`src/sv/modular_exponentiation_unit_macros.svh`:
```
// Assertion macros for the modular exponentiation unit.
// Expects i_clk and i_rst_n in the scope where the macros are used.
`ifndef MODULAR_EXPONENTIATION_UNIT_MACROS_SVH
`define MODULAR_EXPONENTIATION_UNIT_MACROS_SVH

// Same-cycle implication, checked outside reset
`define MEU_ASSERT_NOW(label, ante, cons, msg) \
    label: assert property (@(posedge i_clk) disable iff (!i_rst_n) (ante) |-> (cons)) \
        else $error(msg);

// Next-cycle implication, checked outside reset
`define MEU_ASSERT_NEXT(label, ante, cons, msg) \
    label: assert property (@(posedge i_clk) disable iff (!i_rst_n) (ante) |=> (cons)) \
        else $error(msg);

`endif

```
`src/sv/meu_pkg.sv`:
```
// Shared types and constants for the modular exponentiation unit.
// No dependencies; used by meu_seq and modular_exponentiation_unit.
`default_nettype none

package meu_pkg;

    // Fixed port widths of the transaction fields
    localparam int BASE_W = 63;
    localparam int EXPV_W = 64;
    localparam int MODV_W = 63;
    localparam int RES_W  = 63;

    // Datapath operations issued by the microcode
    typedef enum logic [3:0] {
        OP_NOP          = 4'd0,
        OP_LOAD         = 4'd1,
        OP_RED_STEP     = 4'd2,
        OP_SET_POWER    = 4'd3,
        OP_MUL_INIT_RES = 4'd4,
        OP_MUL_INIT_SQR = 4'd5,
        OP_MUL_STEP     = 4'd6,
        OP_WB_RES       = 4'd7,
        OP_WB_POW       = 4'd8,
        OP_PUT          = 4'd9,
        OP_CLR_RES      = 4'd10
    } t_op;

    // Datapath status seen by the sequencer's jump logic
    typedef struct packed {
        logic in_valid;
        logic mod_small;
        logic cnt_more;
        logic mul_more;
        logic exp_zero;
        logic exp_lsb;
        logic out_busy;
    } t_status;

endpackage

`default_nettype wire

```
`src/sv/meu_seq.sv`:
```
// Microcode sequencer: step counter, program ROM and conditional jumps.
// Depends on meu_pkg for the operation codes and the status struct.
`default_nettype none

module meu_seq (
    input  wire logic            i_clk,
    input  wire logic            i_rst_n,
    input  wire meu_pkg::t_status i_status,
    output meu_pkg::t_op         o_op
);
    import meu_pkg::*;

    typedef enum logic [2:0] {
        C_NEVER     = 3'd0,
        C_ALWAYS    = 3'd1,
        C_NO_INPUT  = 3'd2,
        C_MOD_SMALL = 3'd3,
        C_CNT_MORE  = 3'd4,
        C_MUL_MORE  = 3'd5,
        C_EXP_ZERO  = 3'd6,
        C_EXP_EVEN  = 3'd7
    } t_cond;

    typedef struct packed {
        t_op        op;
        t_cond      cond;
        logic [3:0] target;
    } t_uword;

    // Program addresses
    localparam logic [3:0] A_WAIT     = 4'd0;
    localparam logic [3:0] A_CHK_MOD  = 4'd1;
    localparam logic [3:0] A_RED      = 4'd2;
    localparam logic [3:0] A_SET_POW  = 4'd3;
    localparam logic [3:0] A_EXP_TEST = 4'd4;
    localparam logic [3:0] A_MI_RES   = 4'd5;
    localparam logic [3:0] A_MS_RES   = 4'd6;
    localparam logic [3:0] A_WB_RES   = 4'd7;
    localparam logic [3:0] A_MI_SQR   = 4'd8;
    localparam logic [3:0] A_MS_SQR   = 4'd9;
    localparam logic [3:0] A_WB_POW   = 4'd10;
    localparam logic [3:0] A_PUT      = 4'd11;
    localparam logic [3:0] A_RETURN   = 4'd12;
    localparam logic [3:0] A_ZERO     = 4'd13;

    logic [3:0] r_pc;
    logic [3:0] n_pc;
    t_uword     w_uw;
    logic       w_take;

    // Program ROM
    always_comb begin
        unique case (r_pc)
            A_WAIT:     w_uw = '{OP_LOAD,         C_NO_INPUT,  A_WAIT};
            A_CHK_MOD:  w_uw = '{OP_NOP,          C_MOD_SMALL, A_ZERO};
            A_RED:      w_uw = '{OP_RED_STEP,     C_CNT_MORE,  A_RED};
            A_SET_POW:  w_uw = '{OP_SET_POWER,    C_NEVER,     A_WAIT};
            A_EXP_TEST: w_uw = '{OP_NOP,          C_EXP_ZERO,  A_PUT};
            A_MI_RES:   w_uw = '{OP_MUL_INIT_RES, C_EXP_EVEN,  A_MI_SQR};
            A_MS_RES:   w_uw = '{OP_MUL_STEP,     C_MUL_MORE,  A_MS_RES};
            A_WB_RES:   w_uw = '{OP_WB_RES,       C_NEVER,     A_WAIT};
            A_MI_SQR:   w_uw = '{OP_MUL_INIT_SQR, C_NEVER,     A_WAIT};
            A_MS_SQR:   w_uw = '{OP_MUL_STEP,     C_MUL_MORE,  A_MS_SQR};
            A_WB_POW:   w_uw = '{OP_WB_POW,       C_ALWAYS,    A_EXP_TEST};
            A_PUT:      w_uw = '{OP_PUT,          C_ALWAYS,    A_PUT};
            A_RETURN:   w_uw = '{OP_NOP,          C_ALWAYS,    A_WAIT};
            A_ZERO:     w_uw = '{OP_CLR_RES,      C_ALWAYS,    A_PUT};
            default:    w_uw = '{OP_NOP,          C_ALWAYS,    A_WAIT};
        endcase
    end

    // Evaluate the jump condition
    always_comb begin
        unique case (w_uw.cond)
            C_NEVER:     w_take = 1'b0;
            C_ALWAYS:    w_take = 1'b1;
            C_NO_INPUT:  w_take = !i_status.in_valid;
            C_MOD_SMALL: w_take = i_status.mod_small;
            C_CNT_MORE:  w_take = i_status.cnt_more;
            C_MUL_MORE:  w_take = i_status.mul_more;
            C_EXP_ZERO:  w_take = i_status.exp_zero;
            C_EXP_EVEN:  w_take = !i_status.exp_lsb;
            default:     w_take = 1'b0;
        endcase
    end

    // Hold on the put step until the output register frees up
    always_comb begin
        if (w_uw.op == OP_PUT) begin
            n_pc = i_status.out_busy ? A_PUT : A_RETURN;
        end else if (w_take) begin
            n_pc = w_uw.target;
        end else begin
            n_pc = r_pc + 4'd1;
        end
    end

    always_ff @(posedge i_clk) begin
        if (!i_rst_n) begin
            r_pc <= A_WAIT;
        end else begin
            r_pc <= n_pc;
        end
    end

    assign o_op = w_uw.op;

endmodule

`default_nettype wire

```
`src/sv/modular_exponentiation_unit.sv`:
```
// Modular exponentiation unit: base^exponent mod modulus, one result per transaction.
// Works one transaction at a time. It first reduces the base bit by bit modulo the
// modulus, then per exponent bit runs up to two shift-and-add multiplies and a test step;
// scanning stops after the highest one bit of the exponent. The microcode sequencer
// steps the add/compare datapath through each of these steps.
// A modulus below 2 yields zero. The next transaction is taken while a result waits.
// Depends on meu_pkg, meu_seq and modular_exponentiation_unit_macros.svh.
`default_nettype none

`include "modular_exponentiation_unit_macros.svh"

module modular_exponentiation_unit #(
    parameter int EXP_BITS = 64,
    parameter int MOD_BITS = 63
) (
    input  wire logic                       i_clk,
    input  wire logic                       i_rst_n,
    input  wire logic                       i_in_valid,
    output logic                            o_in_stall,
    input  wire logic [meu_pkg::BASE_W-1:0] i_base_value,
    input  wire logic [meu_pkg::EXPV_W-1:0] i_exponent_value,
    input  wire logic [meu_pkg::MODV_W-1:0] i_modulus_value,
    output logic                            o_out_valid,
    input  wire logic                       i_out_stall,
    output logic [meu_pkg::RES_W-1:0]       o_power_result
);
    import meu_pkg::*;

    localparam int CW = $clog2(MOD_BITS);

    // Fold a value below twice the modulus back under it
    function automatic logic [MOD_BITS-1:0] fold(input logic [MOD_BITS:0]   v,
                                                 input logic [MOD_BITS-1:0] m);
        logic [MOD_BITS:0] d;
        d = v - {1'b0, m};
        fold = (v >= {1'b0, m}) ? d[MOD_BITS-1:0] : v[MOD_BITS-1:0];
    endfunction

    logic [MOD_BITS-1:0] r_mod;
    logic [MOD_BITS-1:0] r_pow;
    logic [MOD_BITS-1:0] r_res;
    logic [MOD_BITS-1:0] r_acc;
    logic [MOD_BITS-1:0] r_add;
    logic [MOD_BITS-1:0] r_y;
    logic [EXP_BITS-1:0] r_exp;
    logic [CW-1:0]       r_cnt;
    logic                r_out_valid;
    logic [MOD_BITS-1:0] r_out_data;

    t_op                 w_op;
    t_status             w_status;
    logic                w_accept;
    logic                w_put;
    logic                w_out_busy;
    logic [MOD_BITS-1:0] w_acc_sum;
    logic [MOD_BITS-1:0] w_add_dbl;
    logic [MOD_BITS-1:0] w_red;

    meu_seq u_seq (
        .i_clk    (i_clk),
        .i_rst_n  (i_rst_n),
        .i_status (w_status),
        .o_op     (w_op)
    );

    // Handshake
    assign w_out_busy = r_out_valid && i_out_stall;
    assign o_in_stall = (w_op != OP_LOAD);
    assign w_accept   = i_in_valid && (w_op == OP_LOAD);
    assign w_put      = (w_op == OP_PUT) && !w_out_busy;

    // Status for the jump logic
    always_comb begin
        w_status.in_valid  = i_in_valid;
        w_status.mod_small = (r_mod[MOD_BITS-1:1] == '0);
        w_status.cnt_more  = (r_cnt != '0);
        w_status.mul_more  = (r_cnt != '0) && (r_y[MOD_BITS-1:1] != '0);
        w_status.exp_zero  = (r_exp == '0);
        w_status.exp_lsb   = r_exp[0];
        w_status.out_busy  = w_out_busy;
    end

    // Modular add, modular double and one reduction digit
    assign w_acc_sum = fold({1'b0, r_acc} + {1'b0, r_add}, r_mod);
    assign w_add_dbl = fold({r_add, 1'b0}, r_mod);
    assign w_red     = fold({r_acc, r_y[MOD_BITS-1]}, r_mod);

    // Datapath registers driven by the current control word
    always_ff @(posedge i_clk) begin
        case (w_op)
            OP_LOAD: begin
                if (w_accept) begin
                    r_y   <= i_base_value[MOD_BITS-1:0];
                    r_exp <= i_exponent_value[EXP_BITS-1:0];
                    r_mod <= i_modulus_value[MOD_BITS-1:0];
                    r_acc <= '0;
                    r_cnt <= CW'(MOD_BITS - 1);
                end
            end
            OP_RED_STEP: begin
                r_acc <= w_red;
                r_y   <= {r_y[MOD_BITS-2:0], 1'b0};
                r_cnt <= r_cnt - 1'b1;
            end
            OP_SET_POWER: begin
                r_pow <= r_acc;
                r_res <= MOD_BITS'(1);
            end
            OP_MUL_INIT_RES: begin
                r_acc <= '0;
                r_add <= r_res;
                r_y   <= r_pow;
                r_cnt <= CW'(MOD_BITS - 1);
            end
            OP_MUL_INIT_SQR: begin
                r_acc <= '0;
                r_add <= r_pow;
                r_y   <= r_pow;
                r_cnt <= CW'(MOD_BITS - 1);
            end
            OP_MUL_STEP: begin
                if (r_y[0]) begin
                    r_acc <= w_acc_sum;
                end
                r_add <= w_add_dbl;
                r_y   <= {1'b0, r_y[MOD_BITS-1:1]};
                r_cnt <= r_cnt - 1'b1;
            end
            OP_WB_RES: begin
                r_res <= r_acc;
            end
            OP_WB_POW: begin
                r_pow <= r_acc;
                r_exp <= {1'b0, r_exp[EXP_BITS-1:1]};
            end
            OP_CLR_RES: begin
                r_res <= '0;
            end
            default: begin
            end
        endcase
    end

    // Output register: load on put, drop once taken
    always_ff @(posedge i_clk) begin
        if (!i_rst_n) begin
            r_out_valid <= 1'b0;
        end else if (w_put) begin
            r_out_valid <= 1'b1;
        end else if (!i_out_stall) begin
            r_out_valid <= 1'b0;
        end
    end

    always_ff @(posedge i_clk) begin
        if (w_put) begin
            r_out_data <= r_res;
        end
    end

    assign o_out_valid    = r_out_valid;
    assign o_power_result = RES_W'(r_out_data);

    // Checks
    `MEU_ASSERT_NEXT(a_busy_after_accept, w_accept, o_in_stall,
        "block took a second transaction right after accepting one")
    `MEU_ASSERT_NOW(a_mul_reduced, w_op == OP_MUL_STEP,
        (r_acc < r_mod) && (r_add < r_mod),
        "multiply operands left the reduced range")
    `MEU_ASSERT_NOW(a_result_reduced, w_put,
        (r_res < r_mod) || (r_mod[MOD_BITS-1:1] == '0),
        "result not fully reduced at output")

endmodule

`default_nettype wire

```
`config.mk`:
```
export PLATFORM = sky130hd
export DESIGN_NAME = modular_exponentiation_unit
export DESIGN_NICKNAME = d
export VERILOG_FILES = /design/src/sv/meu_pkg.sv /design/src/sv/meu_seq.sv /design/src/sv/modular_exponentiation_unit.sv
export VERILOG_INCLUDE_DIRS = /design/src /design/src/sv
export SDC_FILE = /design/constraint.sdc
export NUM_CORES = 1
export LEC_CHECK = 0
export ABC_AREA = 1
export BUFFER_PORTS_ARGS = -buffer_cell sky130_fd_sc_hd__buf_4
export CAP_MARGIN = 0
export CORE_ASPECT_RATIO = 1.25
export CORE_MARGIN = 2
export CORE_UTILIZATION = 35
export CTS_CLUSTER_DIAMETER = 40
export DETAILED_ROUTE_END_ITERATION = 8
export GPL_ROUTABILITY_DRIVEN = 1
export GPL_TIMING_DRIVEN = 0
export SETUP_SLACK_MARGIN = 0.02
export SLEW_MARGIN = 25
export SYNTH_ARGS = -nofsm -noshare
export SYNTH_HDL_FRONTEND = slang
export SYNTH_SLANG_ARGS = --single-unit
```
`constraint.sdc`:
```
create_clock -name i_clk -period 9 [get_ports i_clk]
set_clock_uncertainty 0.2 [all_clocks]
set_input_delay 0.45 -clock i_clk [delete_from_list [all_inputs] [get_ports i_clk]]
set_output_delay 0.45 -clock i_clk [all_outputs]
set_load 0.005 [all_outputs]
```
==> PnR_summary.wiki <==
{| class="wikitable"
! Metric !! Value
|-
| Outcome || finished, final reports clean
|-
| Clock tree root buffer cell || clkbuf_16
|-
| Area of the core || approximately 0.12 sq mm
|-
| Global Route Usage Sum || ~34%
|-
| Post-DP HPWL || between 150000 and 200000 um
|-
| Switching power || between 0.01 and 0.015 W
|-
| Post-CTS Setup Bufs || 0
|-
| Htree depth || 3
|-
| Final Slew Violations || 0
|-
| Clock insertion delay at the later pin of the skew report || roughly 0.72 ns
|-
| Clock slew at the register clock pins of the worst setup and hold paths || 0.06 ns
|-
| Vias per cell || 5.37
|-
| Number of global-route vias before repair || 45.8k
|-
| Final hold violation count || 0
|-
| Number of filler cells placed in the layout || between 10k and 15k
|-
| Register cell area after layout || 0.0157 sq mm
|-
| Worst-margin pin slew || 1.23 ns
|-
| Vertical die dimension || 398 um
|-
| Core utilization of the finished layout || 42.8%
|-
| Crit start category || flop
|-
| Final net count || around 7.3k
|-
| Most used flip-flop cell after synthesis || edfxtp_1
|-
| Pwr dens || 431 mW/mm^2
|-
| Hold crit path type || in -> reg
|-
| Post-synthesis cell type count || 47
|-
| Post-route antenna net violation count || 0
|-
| Commonest non-fill, non-tap cell in the layout || nand2_1
|-
| Number of search-and-repair iterations in the first detailed-routing pass || 8
|-
| Final wirelength || 222000 um
|-
| Number of clock sinks || 527
|-
| Power share of the clock group || 15.0%
|-
| Area of the multi-input gates || ~0.024 sq mm
|-
| Starting density of the core || between 30% and 40%
|-
| Area of the die || between 0.1 and 0.15 sq mm
|-
| Number of cells produced by synthesis || 6328
|-
| Portion of the clock cycle consumed by the worst path in the final layout || ~75%
|-
| Seq pwr share || ~20%
|-
| Data required time of the critical path || 9.26 ns
|-
| Pre-CTS WS || 2.43 ns
|-
| Fin Setup TNS || 0 ns
|-
| Net switching fraction of the power || 56.2%
|-
| Design Power || 0.0227 W
|-
| Cts bufs inserted || 85
|-
| Max-Cap Viols || 0
|-
| Post-synth EDFFs || 511
|-
| Final critical-path required period || 6.78 ns
|-
| Critical Path End Type || flop
|-
| Int Power || ~0.01 W
|-
| Average wire per standard cell || between 20 and 30 um
|-
| Fraction of final layout cells sized beyond drive strength 1 || under 10%
|-
| Layout area overhead || 21.2%
|-
| Antenna violations before repair || 5
|-
| Violation count after the first detailed-route iteration || 4404
|-
| Total congestion overflow after global routing || 0
|-
| Leakage || 23.4 nW
|-
| DRC viols || 0
|-
| Commonest cells after routing, fill and taps aside || nand2_1, inv_1, nor2_1, edfxtp_1, nand3_1
|-
| Yosys warnings || 0
|-
| Synth Net Count || 6785
|-
| TritonCTS clock tree || done
|-
| Logic gate share of total power || 65.3%
|-
| Total setup violations reported at the end of the flow || 0
|-
| Post-synthesis async set-or-reset flop share || 0%
|-
| Post-route worst setup slack || approximately 2.2 ns
|-
| Worst Setup Path Type || reg -> reg
|-
| Register bit total from synthesis || 527
|-
| Post-synthesis instance area || 0.0435 sq mm
|-
| First-pass GRT wire length || 307000 um
|-
| Top fanout value on the critical path || 10
|-
| RD Place Congestion || between 1 and 1.5
|-
| Slew margin rel. || ~17%
|-
| Die Span X || 319 um
|-
| Avg Synthesized Cell Area || approximately 7 sq um
|-
| Largest vdd supply drop || around 0.23 mV
|-
| Share of synthesized area occupied by flip-flops and latches || a little over a third
|-
| Data arrival time of the critical path || 7.04 ns
|-
| Maximum operating frequency || between 0.1 and 0.15 GHz
|-
| Number of placement rows || 144
|-
| Total number of vias || 46.0k
|-
| I/O pins || around 260
|-
| CTS max path bufs || 3
|-
| Largest net degree at the start of global routing || 47
|-
| Setup repair after global routing missed its margin || false
|-
| Port bufs || ~260
|}
-- synth_stat cells (7+ instances only) --
cell	count	area share, %
inv_1	878	7.6
o21bai_1	60	1.0
xor2_1	66	1.3
buf_4	9	0.16
o211ai_1	51	0.88
a21oi_1	395	4.5
a21boi_0	14	0.24
edfxtp_1	511	35
nand3_2	7	0.16
nand4_1	96	1.4
clkbuf_1	74	0.64
a21o_1	28	0.48
nand3_1	439	5.1
buf_2	25	0.29
nor3_1	42	0.48
nand2_1	1933	17
nor2_1	879	7.6
o21a_1	17	0.29
dfxtp_1	16	0.74
nor4_1	19	0.27
xnor2_1	89	1.8
buf_6	10	0.26
o21ai_0	305	3.5
nand3b_1	39	0.67
a31oi_1	10	0.14
ha_1	259	7.5
-- area by class of cell --
type | instances | area share, %
tap | 1606 | 3.81
inverter | 884 | 6.30
timing repair buffer | 465 | 7.95
clock buffer | 90 | 4.11
clock inverter | 65 | 1.45
sequential | 527 | 29.7
antenna | 5 | 0.0237
multi-input combinational | 4794 | 45.5
buffer | 123 | 1.16
-- power by group through the flow --
stage               Sequential (W)  Clock (W)  Combinational [W]
floorplan                  0.00402          0            0.00916
global placement           0.00456          0             0.0142
detailed placement         0.00448          0             0.0143
CTS                        0.00444    0.00345             0.0145
global route               0.00451    0.00355             0.0160
finish                     0.00449    0.00340             0.0148
-- kinds of logic after synthesis --
kind of cell | synth area share (%)
AOI/OAI and AO/OA | 11.5
xor gates and xnor gates | 3.12
adders and majority gates | 7.64
buffers and inverters | 9.02
DFF | 36.0
and+or+nand+nor | 32.7
-- through the flow --
step	cells	hold slack, ns	instance area (sq um)
2_1_floorplan	6328	0.227	43500
3_3_place_gp	8191	0.235	47400
3_5_place_dp	8206	0.236	47800
4_1_cts	8554	0.0174	52700
5_1_grt	8554	0.0682	52700
6_report	8559	0.0585	52700
-- sequential cells by signal, summed over array words and instances (netlist names), 11 cells and up --
register,cells
r_pow,63
o_power_result,63
r_y,63
r_add,63
r_acc,63
u_seq.w_uw,11
r_exp,64
r_res,63
r_mod,63
-- worst paths after layout --
path	cells after the start	slack, ns	from	endpoint
worst max-delay path	22	2.22	r_acc[12]	r_acc[56]
worst min register to register	0	0.25	r_res[20]	o_power_result[20]
worst max register to register	22	2.22	r_acc[12]	r_acc[56]
worst min-delay path	3	0.06	i_in_valid	r_mod[0]
-- worst max-delay path, cell delays in order, from the launching register on --
cell and delay (ns):
edfxtp_1 0.61, ha_1 0.48, nand2_1 0.13, nor2_1 0.24
inv_1 0.09, nor4_1 0.68, nand2_1 0.11, nand3_1 0.32
xor2_1 0.51, inv_1 0.10, ha_1 0.40, nand2_1 0.12
nor2_1 0.21, nand2_1 0.13, nor3_1 0.41, nand4_1 0.21
nand4_1 0.26, nand3_2 0.41, nand2_4 0.39, buf_6 0.18
nand2_1 0.07, nand3_1 0.19, nand2_1 0.07
-- routing by layer --
metal | vias to the layer above | part of all wire, % | GRT usage [%]
met4 | 0 | 7.3 | 22.1
met1 | 21900 | 39 | 40.4
met5 | - | 0 | 0
met2 | 1760 | 47 | 58.2
li1 | 21900 | - | -
met3 | 461 | 6.2 | 4.58
-- timing repair --
item,4_1_cts,5_1_grt
hold buffers,193,0
endpoints found under the hold margin,192,0
endpoints found under the setup margin,0,0
resized for setup,0,0
No activity file was read; power rests on OpenSTA's default activity.
